$ cat src/assert_macros.svh
// Assertion macros shared by the reorder commit buffer RTL.
// Depends on nothing; included by files that carry concurrent assertions.
`ifndef ASSERT_MACROS_SVH
`define ASSERT_MACROS_SVH
`define ASSERT_CLK(label, clk, rst_n, prop, msg) \
label: assert property (@(posedge clk) disable iff (!rst_n) (prop)) else $error(msg);
`define ASSERT_ALWAYS(label, clk, prop, msg) \
label: assert property (@(posedge clk) (prop)) else $error(msg);
`endif

$ cat src/rcb_pkg.sv
// Package for the reorder commit buffer: field structs, result kinds, defaults.
// Depends on nothing.
package rcb_pkg;
	localparam int DefBufferDepth = 32;
	localparam int DefNumPhysTags = 128;
	localparam logic       CMD_PUSH = 1'b0;
	localparam logic       CMD_WB   = 1'b1;
	localparam logic [1:0] KIND_COMMIT = 2'd0;
	localparam logic [1:0] KIND_NOMATCH = 2'd1;
	localparam logic [1:0] KIND_FULL = 2'd2;
	typedef struct packed {
		logic        command;
		logic [1:0]  priv_mode;
		logic [63:0] pc;
		logic [31:0] instruction;
		logic        has_dest;
		logic        dest_is_float;
		logic [4:0]  dest_reg;
		logic        partial;
		logic [6:0]  phys_tag;
		logic [63:0] data;
	} cmd_t;
	typedef struct packed {
		logic [1:0]  kind;
		logic [1:0]  out_priv_mode;
		logic [63:0] out_pc;
		logic [31:0] out_instruction;
		logic        out_has_dest;
		logic        out_dest_is_float;
		logic [4:0]  out_dest_reg;
		logic [63:0] out_data;
		logic        last;
	} res_t;
	typedef struct packed {
		logic [1:0]  priv_mode;
		logic        has_dest;
		logic        dest_is_float;
		logic [4:0]  dest_reg;
		logic [63:0] pc;
		logic [31:0] instruction;
	} ent_t;
endpackage

$ cat src/rcb_tags.sv
// Tag and waiting flags per entry with oldest-match search from the head.
// Depends on rcb_pkg.
module rcb_tags import rcb_pkg::*; #(
	parameter int BufferDepth = DefBufferDepth,
	localparam int Aw = $clog2(BufferDepth)
) (
	input  logic          clk,
	input  logic          arst_n,
	input  logic          set_en,
	input  logic [Aw-1:0] set_idx,
	input  logic          set_wait,
	input  logic [6:0]    set_tag,
	input  logic          clr_en,
	input  logic [Aw-1:0] clr_idx,
	input  logic [6:0]    srch_tag,
	input  logic [Aw-1:0] head,
	output logic          hit,
	output logic [Aw-1:0] hit_idx,
	output logic [BufferDepth-1:0] waiting
);
	logic [6:0] tag_q [BufferDepth];
	logic [BufferDepth-1:0] wait_q;
	logic [BufferDepth-1:0] m;
	logic [BufferDepth-1:0] rot;
	logic [Aw-1:0] off;
	logic [Aw:0] sum;
	assign waiting = wait_q;
	always_comb begin
		int j;
		for (int i = 0; i < BufferDepth; i++) m[i] = wait_q[i] && (tag_q[i] == srch_tag);
		for (int i = 0; i < BufferDepth; i++) begin
			j = i + int'(head);
			if (j >= BufferDepth) j = j - BufferDepth;
			rot[i] = m[j];
		end
		hit = |rot;
		off = '0;
		for (int i = BufferDepth - 1; i >= 0; i--) if (rot[i]) off = Aw'(i);
		sum = {1'b0, head} + {1'b0, off};
		hit_idx = (sum >= (Aw+1)'(BufferDepth)) ? Aw'(sum - (Aw+1)'(BufferDepth)) : sum[Aw-1:0];
	end
	always_ff @(posedge clk) if (set_en) tag_q[set_idx] <= set_tag;
	always_ff @(posedge clk or negedge arst_n) begin
		if (!arst_n) begin
			wait_q <= '0;
		end else begin
			if (clr_en) wait_q[clr_idx] <= 1'b0;
			if (set_en) wait_q[set_idx] <= set_wait;
		end
	end
endmodule
$ cat config.mk
export PLATFORM = sky130hd
export DESIGN_NAME = rcb_tags
export DESIGN_NICKNAME = d
export VERILOG_FILES = /design/src/assert_macros.svh /design/src/rcb_pkg.sv /design/src/rcb_tags.sv
export SDC_FILE = /design/constraint.sdc
export NUM_CORES = 1
export LEC_CHECK = 0
export ABC_AREA = 1
export BUFFER_PORTS_ARGS = -buffer_cell sky130_fd_sc_hd__buf_2
export CORE_ASPECT_RATIO = 0.7
export CORE_MARGIN = 3
export CORE_UTILIZATION = 40
export CTS_BUF_LIST = sky130_fd_sc_hd__clkbuf_8
export CTS_CLUSTER_DIAMETER = 200
export DETAILED_ROUTE_END_ITERATION = 10
export HOLD_SLACK_MARGIN = 0.1
export SLEW_MARGIN = 10
export SYNTH_ARGS = -nofsm -noshare
export SYNTH_HDL_FRONTEND = slang
export SYNTH_SLANG_ARGS = --single-unit
$ cat constraint.sdc
create_clock -name clk -period 5.4 [get_ports clk]
set_clock_uncertainty 0.15 [all_clocks]
set_input_delay 0.27 -clock clk [delete_from_list [all_inputs] [get_ports clk]]
set_output_delay 0.27 -clock clk [all_outputs]
set_load 0.05 [all_outputs]
Yosys cells after proc, flatten, opt, wreduce, memory -nomap -nowiden
Memory sizes are Yosys's and may differ from the RTL's.
Index checks and enable logic that the tools add are counted.
- flip-flop bits (word level): 32
- memories: 1
- word-level logic and storage cells: 375
- RAM bits: 224
- equality and inequality tests: 32
- add/subtract/negate cells: 65
- muxes and demuxes: 170
- reduce and logical (&&, ||, !) cells: 35
- $lt $le $gt $ge: 69
- bitwise operators: 2
- memory list (name ; depth ; width ; read ports ; clocked after Yosys merged registers in ; write ports ; RTL line ; source):
    tag_q ; 32 ; 7 ; 32 ; 0 ; 1 ; rcb_tags.sv:21 ; logic [6:0] tag_q [BufferDepth];
- operators with widths (operator ; count):
    32-bit 2-to-1 mux ; 34
    32-bit by 7-bit < comparator with 1-bit output, second input constant ; 32
    7-bit equality test ; 32
    6-bit by 6-bit subtractor with 7-bit output, second input constant ; 31
    6-bit >= comparator, second input constant ; 32
    5-bit 2-to-1 mux ; 33
    1-bit binary-select mux with 5-bit select ; 32
    5-bit by 5-bit adder with 6-bit output, first input constant ; 16
    1-bit 2-to-1 mux ; 68
    4-bit by 5-bit adder with 6-bit output, first input constant ; 8
    1-bit logical AND ; 34
    32-bit AND ; 1
    32-bit bitwise mux ; 1
    32-bit NOT ; 1
    32-bit OR reduction ; 1
    3-bit by 5-bit adder with 6-bit output, first input constant ; 4
    2-bit by 5-bit adder with 6-bit output, first input constant ; 2
    5-bit by 6-bit < comparator with 1-bit output, second input constant ; 2
    1-bit demux with 5-bit select ; 2
    5-bit by 1-bit >= comparator with 1-bit output, second input constant ; 2
    5-bit by 6-bit subtractor with 7-bit output, second input constant ; 1
    1-bit by 5-bit adder with 6-bit output, first input constant ; 1
    5-bit by 5-bit adder with 6-bit output ; 1
    5-bit by 6-bit >= comparator with 1-bit output, second input constant ; 1
    5-bit by 1-bit subtractor with 5-bit output, second input constant ; 1

Longest topological paths before layout
Gate-level depths: netlist (run 1).
- depth after elaboration: 41
- depth in mapped cells: 55

Worst setup path after synthesis (run 1)
No wires, ideal clock.
- kind: input to output
- start: in head[0]
- end: out hit_idx[2]
- stages: 43
- buffers on the path: 2
- setup slack: -71 ps
- arrival time: 5051 ps
- path through: clkinv_1 -> clkbuf_1 -> buf_1 -> ha_1 -> xor2_2 -> clkinv_1 -> o21ai_2 -> nand2_1 -> nand2_1 -> inv_1 -> o21ai_1 -> inv_1 -> nand2_1 -> nand2_1 -> nand2_1 -> nand2_1 -> nand2_1 -> nand2_1 -> [... 7 more ...] -> nand2_1 -> nand2_1 -> nand2_1 -> nand2_1 -> nand2_1 -> nand2_1 -> nand2_1 -> nand2_1 -> nand2_1 -> nand2_1 -> nand2_1 -> nand2_1 -> nand2_1 -> a21oi_2 -> ha_1 -> inv_1 -> fa_1 -> xnor2_1
- cells in the longest elaborated chain, start to end: 41
- elaborated cells on any way between the ends: 259
- RTL lines (what ; RTL line ; source):
    start: declaration ; rcb_tags.sv:16 ; input logic [Aw-1:0] head,
    5-bit by 5-bit adder with 6-bit output ; rcb_tags.sv:32 ; j = i + int'(head);
    6-bit by 6-bit subtractor with 7-bit output / 6-bit >= comparator (equally long branches) ; rcb_tags.sv:33 ; if (j >= BufferDepth) j = j - BufferDepth;
    32-bit 2-to-1 mux ; rcb_tags.sv:33 ;
    1-bit binary-select mux with 5-bit select ; rcb_tags.sv:34 ; rot[i] = m[j];
    1-bit 2-to-1 mux (not written as such) (2 in a row) ; rcb_tags.sv:34 ;
    5-bit 2-to-1 mux (32 in a row) ; rcb_tags.sv:38 ; for (int i = BufferDepth - 1; i >= 0; i--) if (rot[i]) off = Aw'(i);
    5-bit by 5-bit adder with 6-bit output (*) ; rcb_tags.sv:39 ; sum = {1'b0, head} + {1'b0, off};
    5-bit by 1-bit subtractor with 5-bit output / 6-bit >= comparator (equally long branches) ; rcb_tags.sv:40 ; hit_idx = (sum >= (Aw+1)'(BufferDepth)) ? Aw'(sum - (Aw+1)'(BufferDepth)) : sum[Aw-1:0];
    5-bit 2-to-1 mux (*) ; rcb_tags.sv:40 ;
    end: declaration ; rcb_tags.sv:18 ; output logic [Aw-1:0] hit_idx,
Mark *: on every way between the ends. The rest lies on a longest branch, timed or not. The select of a mux whose other input is x is not followed.

==> flow_summary.json, run 1 <==
{
  "status": "complete, but fails checks",
  "violations": "negative setup slack",
  "p_leak_nw": 9.61,
  "yosysWarningCount": 0,
  "crit_end": "hit_idx[4]",
  "synth_seq_cells": 256,
  "clk_latency_ns": 0.56,
  "worstSetupEndpointType": "output pin",
  "antenna_cells": 0,
  "rsz0062_at_grt": "true",
  "cts_buffer_depth": 3,
  "grt_usage": 0.279,
  "syn_to_final_growth_pct": 24.2,
  "cap_violations": 0,
  "clkTransAtPathRegs_ns": 0.06,
  "die_area_sq_um": 43400,
  "synth.net_count": 2255,
  "hold_viol": 0,
  "drive_gt1_frac": 0.193,
  "grt_pass1_vias": 15300,
  "drt_iter0_markers": 1683,
  "pre_cts_slack_ns": -0.208,
  "dp.cells": 2977,
  "drc": 0,
  "htreeDepth": 2,
  "r2r_cells": 3,
  "rr_startpoint": "waiting[10]$_DFF_PN0_",
  "core_sq_um": 40000,
  "place_hpwl_microns": 43600,
  "wl_microns": 60300,
  "power.total_mw": 5.56,
  "critPathMostFrequentCell": "nand2_1",
  "grt_pass1_wl_microns": 91100,
  "final_area_sq_um": 20300,
  "period_needed_ns": 5.58,
  "die_x_microns": 248,
  "synth_edf_count": 224,
  "ios": 72,
  "peakVddDrop_mv": 0.260,
  "via_per_inst": 5.23,
  "row_count": 61,
  "min_path_type": "input pin to flip-flop",
  "cp-startpoint": "tag_q[10][2]$_DFFE_PP_",
  "worst_setup_path_start_kind": "flip-flop",
  "numPortBuffers": 71,
  "worst_pin_slew_ns": 1.21,
  "fin_nets": 2542,
  "die_h_microns": 175,
  "setup_ws_ns": -0.184,
  "drtAntennaViolNets": 0,
  "required_ns": 4.98,
  "ys_seq_area_frac": 0.460,
  "critPathArrivalTime_ns": 5.16,
  "final_core_util": 0.508,
  "crit_fanout": 2,
  "slew_violations": 0,
  "num_vias": 16000,
  "instances_no_fill": 3059,
  "routedWlPerCell_microns": 19.7,
  "pwr_density_cell_nw_per_um2": 274,
  "fillCellCount": 3920,
  "syn_area_sq_um": 16400,
  "synth-async-reset-ratio": 0.125,
  "r2r_end": "waiting[10]$_DFF_PN0_",
  "gp_congestion": 0.957,
  "fmax_mhz": 179,
  "cts_tree": "yes",
  "cts_root_buf": "clkbuf_8",
  "first_pass_iters": 6,
  "max_stage_delay_ns": 0.41,
  "relSlewSlack": 0.186,
  "avgSynthCellArea_sq_um": 7.42,
  "overflow": 0,
  "numCtsBuffers": 41,
  "min_period_over_period": 1.03,
  "antenna_found_initial": 0,
  "cts_sinks": 256,
  "critPathKind": "flip-flop to output pin",
  "cpMaxStageDelayCell": "edfxtp_1",
  "postPlaceCellArea_sq_um": 19000,
  "grt_max_degree": 33,
  "r2r_slack_ns": 4.35,
  "initial_core_util": 0.409,
  "syn_inst": 2204,
  "setup_viol": 1,
  "yosysUniqueCellTypes": 40,
  "synth_flop_cell": "edfxtp_1"
}
## cells in the final DEF (no fill, tap or decap), types with 5 or more instances in the layout
cell type,synthesis,layout
nand3_1,193,179
dfrtp_1,32,31
a21boi_0,14,9
xnor2_1,60,50
a21oi_1,98,95
nand2_1,812,782
o21ai_2,1,11
or2_0,5,5
xor2_1,14,14
buf_12,0,22
inv_2,8,12
o21a_1,7,7
a31oi_1,6,5
xnor2_2,2,11
nand3_2,0,14
nor2_2,0,19
clkbuf_8,0,48
o211ai_1,6,6
nor3_1,30,29
clkinv_1,6,9
buf_4,11,217
o21ai_1,13,8
buf_2,26,66
edfxtp_1,224,224
and2_1,9,9
ha_1,16,15
o21ai_0,43,37
nor2_1,187,167
inv_1,289,300
clkinv_2,0,6
nand2_2,1,31
nand4_1,44,44
## sequential cells by signal (all words and copies together) (netlist names)
name     flops
tag_q      224
waiting     32
## cell families after synthesis
| logic type | after synthesis | share of synthesized area |
|---|---|---|
| DFF | 256 | 0.460 |
| xor gates and xnor gates | 77 | 0.0426 |
| adders and majority gates | 17 | 0.0135 |
| AOI/OAI and AO/OA | 191 | 0.0638 |
| buffers and inverters | 373 | 0.0952 |
| muxes | 3 | 0.00199 |
| and+or+nand+nor | 1287 | 0.323 |
## power by group
part	internal, mW	leakage [nW]	total, mW	switching [mW]
clock	0.909	0.482	1.72	0.815
sequential	2.23	2.41	2.30	0.0650
combinational	0.523	6.72	1.54	1.02
## worst min-delay path by stage
stage	startpoint	cells after the start	to	slack, ns
floorplan	arst_n	0	waiting[0]$_DFF_PN0_	-0.18
global placement	arst_n	1	waiting[0]$_DFF_PN0_	0.33
detailed placement	arst_n	1	waiting[0]$_DFF_PN0_	0.34
CTS	clr_idx[2]	5	waiting[11]$_DFF_PN0_	0.13
global route	set_wait	4	waiting[30]$_DFF_PN0_	0.15
finish	clr_idx[2]	5	waiting[0]$_DFF_PN0_	0.15
## synthesized netlist by cell type (16+ instances only)
library cell	instances	area, sq um
ha_1	16	200
xnor2_1	60	526
nand2_1	812	3050
nand3_1	193	966
dfrtp_1	32	801
buf_2	26	130
nand4_1	44	275
clkbuf_1	16	60.1
nor3_1	30	150
nor2_1	187	702
edfxtp_1	224	6730
o21ai_0	43	215
a21oi_1	98	490
inv_1	289	1080
## area by class of cell
| class | instances | area, sq um | area share |
|---|---|---|---|
| Clock inverter | 28 | 173 | 0.00850 |
| Inverter | 303 | 1140 | 0.0560 |
| Multi-Input combinational cell | 1575 | 7640 | 0.376 |
| Timing Repair Buffer | 314 | 2500 | 0.123 |
| Sequential cell | 256 | 7530 | 0.371 |
| Tap cell | 535 | 669 | 0.0330 |
| Clock buffer | 48 | 661 | 0.0325 |
## critical path, delay by kind of cell (launching register included)
kind / cells / cell delay (ns)
AO/OA/AOI/OAI: 4 / 0.85
XOR/XNOR: 3 / 0.48
adder cells (fa/ha/maj): 2 / 0.54
buffers and inverters: 6 / 0.59
flip-flops: 1 / 0.41
AND/OR/NAND/NOR: 29 / 1.72
## routing by layer
layer / GRT usage / routed length (microns) / up-vias
met3: 0.0459 / 5740 / 106
met5: 0 / 71 / -
met2: 0.440 / 26600 / 748
met1: 0.402 / 26500 / 7512
li1: - / - / 7638
met4: 0.0666 / 1420 / 2
## repair_timing
item / CTS / global route
resized for setup: 53 / 70
pin swaps: 15 / 14
hold buffers: 4 / 0
setup endpoints to repair: 3 / 5
hold endpoints to repair: 38 / 0
buffers inserted: 1 / 2
gates cloned: 0 / 0
## stage by stage
stage / hold slack [ns] / TNS [ns]
2_1_floorplan: -0.176 / 0
3_3_place_gp: 0.334 / -0.254
3_5_place_dp: 0.340 / -0.208
4_1_cts: 0.130 / -0.124
5_1_grt: 0.153 / -1.84
6_report: 0.152 / -0.184
No activity file was read; power rests on OpenSTA's default activity.
==> inputs of run 2 (changes only) <==
Settings changed: CELL_PAD_IN_SITES_DETAIL_PLACEMENT set to 0, CELL_PAD_IN_SITES_GLOBAL_PLACEMENT set to 1, CORE_MARGIN 3 to not set, PLACE_DENSITY_LB_ADDON set to 0.1.
==> flow_summary.json, run 2 (synthesis results as in run 1) <==
{
  "drt_iter0_markers": 1571,
  "dp.cells": 2992,
  "fmax_mhz": 180,
  "min_path_type": "input pin to flip-flop",
  "power.total_mw": 5.59,
  "initial_core_util": 0.409,
  "grt.busiest_layer": "met2",
  "grt_pass1_wl_microns": 91800,
  "rsz0062_at_grt": "true",
  "hold_viol": 0,
  "numPortBuffers": 71,
  "worstSetupEndpointType": "output pin",
  "hp-start": "set_wait",
  "fillCellCount": 3995,
  "htreeDepth": 2,
  "antenna_cells": 0,
  "routedWlPerCell_microns": 20.1,
  "cap_violations": 0,
  "tns_ns": -0.238,
  "final_area_sq_um": 20700,
  "grt_pass1_vias": 14900,
  "grt.met2_usage": 0.468,
  "largest_register": "tag_q",
  "overflow": 0,
  "grt_max_degree": 33,
  "status": "complete, but fails checks",
  "numCtsBuffers": 43,
  "drc": 0,
  "relSlewSlack": 0.192,
  "period_needed_ns": 5.55,
  "regArea_sq_um": 7530,
  "whs_endpoint": "waiting[27]$_DFF_PN0_",
  "core_sq_um": 40000,
  "multi_input_area_sq_um": 7800,
  "max_stage_delay_ns": 0.39,
  "rr_startpoint": "waiting[10]$_DFF_PN0_",
  "r2r_cells": 3,
  "die_area_sq_um": 41700,
  "peakVddDrop_mv": 0.237,
  "worst_setup_path_start_kind": "flip-flop",
  "drive_gt1_frac": 0.212,
  "die_x_microns": 244,
  "cts_sinks": 256,
  "final_core_util": 0.517,
  "syn_to_final_growth_pct": 26.5,
  "p_leak_nw": 9.80,
  "r2r_slack_ns": 4.32,
  "postPlaceCellArea_sq_um": 19100,
  "first_pass_iters": 6,
  "num_vias": 16000,
  "min_period_over_period": 1.03,
  "critPathKind": "flip-flop to output pin",
  "ios": 72,
  "grtUsageMet3": 0.0403,
  "violations": "negative setup slack",
  "clk_latency_ns": 0.59,
  "cts_root_buf": "clkbuf_8",
  "gp_congestion": 0.936,
  "fin_nets": 2572,
  "setup_ws_ns": -0.147,
  "setup_viol": 2,
  "cts_buffer_depth": 3,
  "critPathArrivalTime_ns": 5.13,
  "grt_usage": 0.297,
  "antenna_found_initial": 0,
  "drtAntennaViolNets": 0,
  "cpMaxStageDelayCell": "edfxtp_1",
  "via_per_inst": 5.19,
  "place_hpwl_microns": 44200,
  "row_count": 61,
  "clkTransAtPathRegs_ns": 0.06,
  "slew_violations": 0,
  "hold_depth": 4,
  "die_h_microns": 171,
  "critPathMostFrequentCell": "nand2_1",
  "pwr_density_cell_nw_per_um2": 270,
  "worst_pin_slew_ns": 1.20,
  "layout_common_cells": "nand2_1 (779), inv_1 (305), buf_4 (241)",
  "largest_reg_flops": 224,
  "cts_tree": "yes",
  "wl_microns": 62200,
  "final_common_cell": "nand2_1",
  "grtUsageMet1": 0.428,
  "instances_no_fill": 3091,
  "crit_fanout": 2,
  "r2r_end": "waiting[10]$_DFF_PN0_",
  "required_ns": 4.98
}
[run 2: cell count changes in the layout (fill, tap and decap cells not counted), sizes merged, moves of 2 or more]
cell,before,now
buf,309,337
bufinv,2,0
clkbuf,49,51
clkinv,15,11
inv,312,320
[run 2: final cells by class]
| cell class | instances | share of cell area |
|---|---|---|
| Timing Repair Buffer | 342 | 0.131 |
| Clock inverter | 29 | 0.00653 |
| Multi-Input combinational cell | 1575 | 0.377 |
| Tap cell | 535 | 0.0324 |
| Sequential cell | 256 | 0.364 |
| Clock buffer | 51 | 0.0339 |
| Inverter | 303 | 0.0550 |
[run 2: routing by layer]
metal	up-vias	wire (microns)	share of wire
met2	602	27400	0.44
met1	7621	28600	0.46
met5	-	0	0
li1	7708	-	-
met3	112	4620	0.074
met4	0	1530	0.025
[run 2: worst max-delay path, delay by kind of cell, from the launching register on]
kind,cells,cell delay (ns)
AND/OR/NAND/NOR,38,2.77
adder cells (fa/ha/maj),2,0.55
flip-flops,1,0.39
XOR/XNOR,2,0.33
AO/OA/AOI/OAI,2,0.27
buffers and inverters,3,0.24
[run 2: through the flow]
stage,hold WS (ns),setup WS (ns)
2_1_floorplan,-0.176,0.0581
5_1_grt,0.135,-0.641
4_1_cts,0.106,-0.139
3_3_place_gp,0.324,-0.302
3_5_place_dp,0.337,-0.198
6_report,0.139,-0.147
[run 2: worst max-delay path by stage]
stage / startpoint / to / slack, ns
after floorplan: head[0] / hit_idx[4] / 0.06
after global placement: srch_tag[4] / hit_idx[4] / -0.30
after detailed placement: srch_tag[5] / hit_idx[4] / -0.20
after CTS: tag_q[18][4]$_DFFE_PP_ / hit_idx[4] / -0.14
after global routing: tag_q[6][2]$_DFFE_PP_ / hit_idx[4] / -0.64
final: tag_q[25][3]$_DFFE_PP_ / hit_idx[4] / -0.15
[run 2: where the power goes]
part / leakage, nW / internal, mW / total [mW] / switching, mW
combinational: 6.88 / 0.553 / 1.61 / 1.05
clock: 0.507 / 0.863 / 1.69 / 0.830
sequential: 2.41 / 2.23 / 2.29 / 0.0595
total: 9.80 / 3.65 / 5.59 / 1.94
[run 2: what timing repair did]
| action | CTS | global route |
|---|---|---|
| endpoints found under the setup margin | 3 | 5 |
| endpoints found under the hold margin | 40 | 0 |
| resized for setup | 65 | 99 |
| setup buffers | 1 | 13 |
| hold buffers | 5 | 0 |
| pin swaps | 9 | 34 |
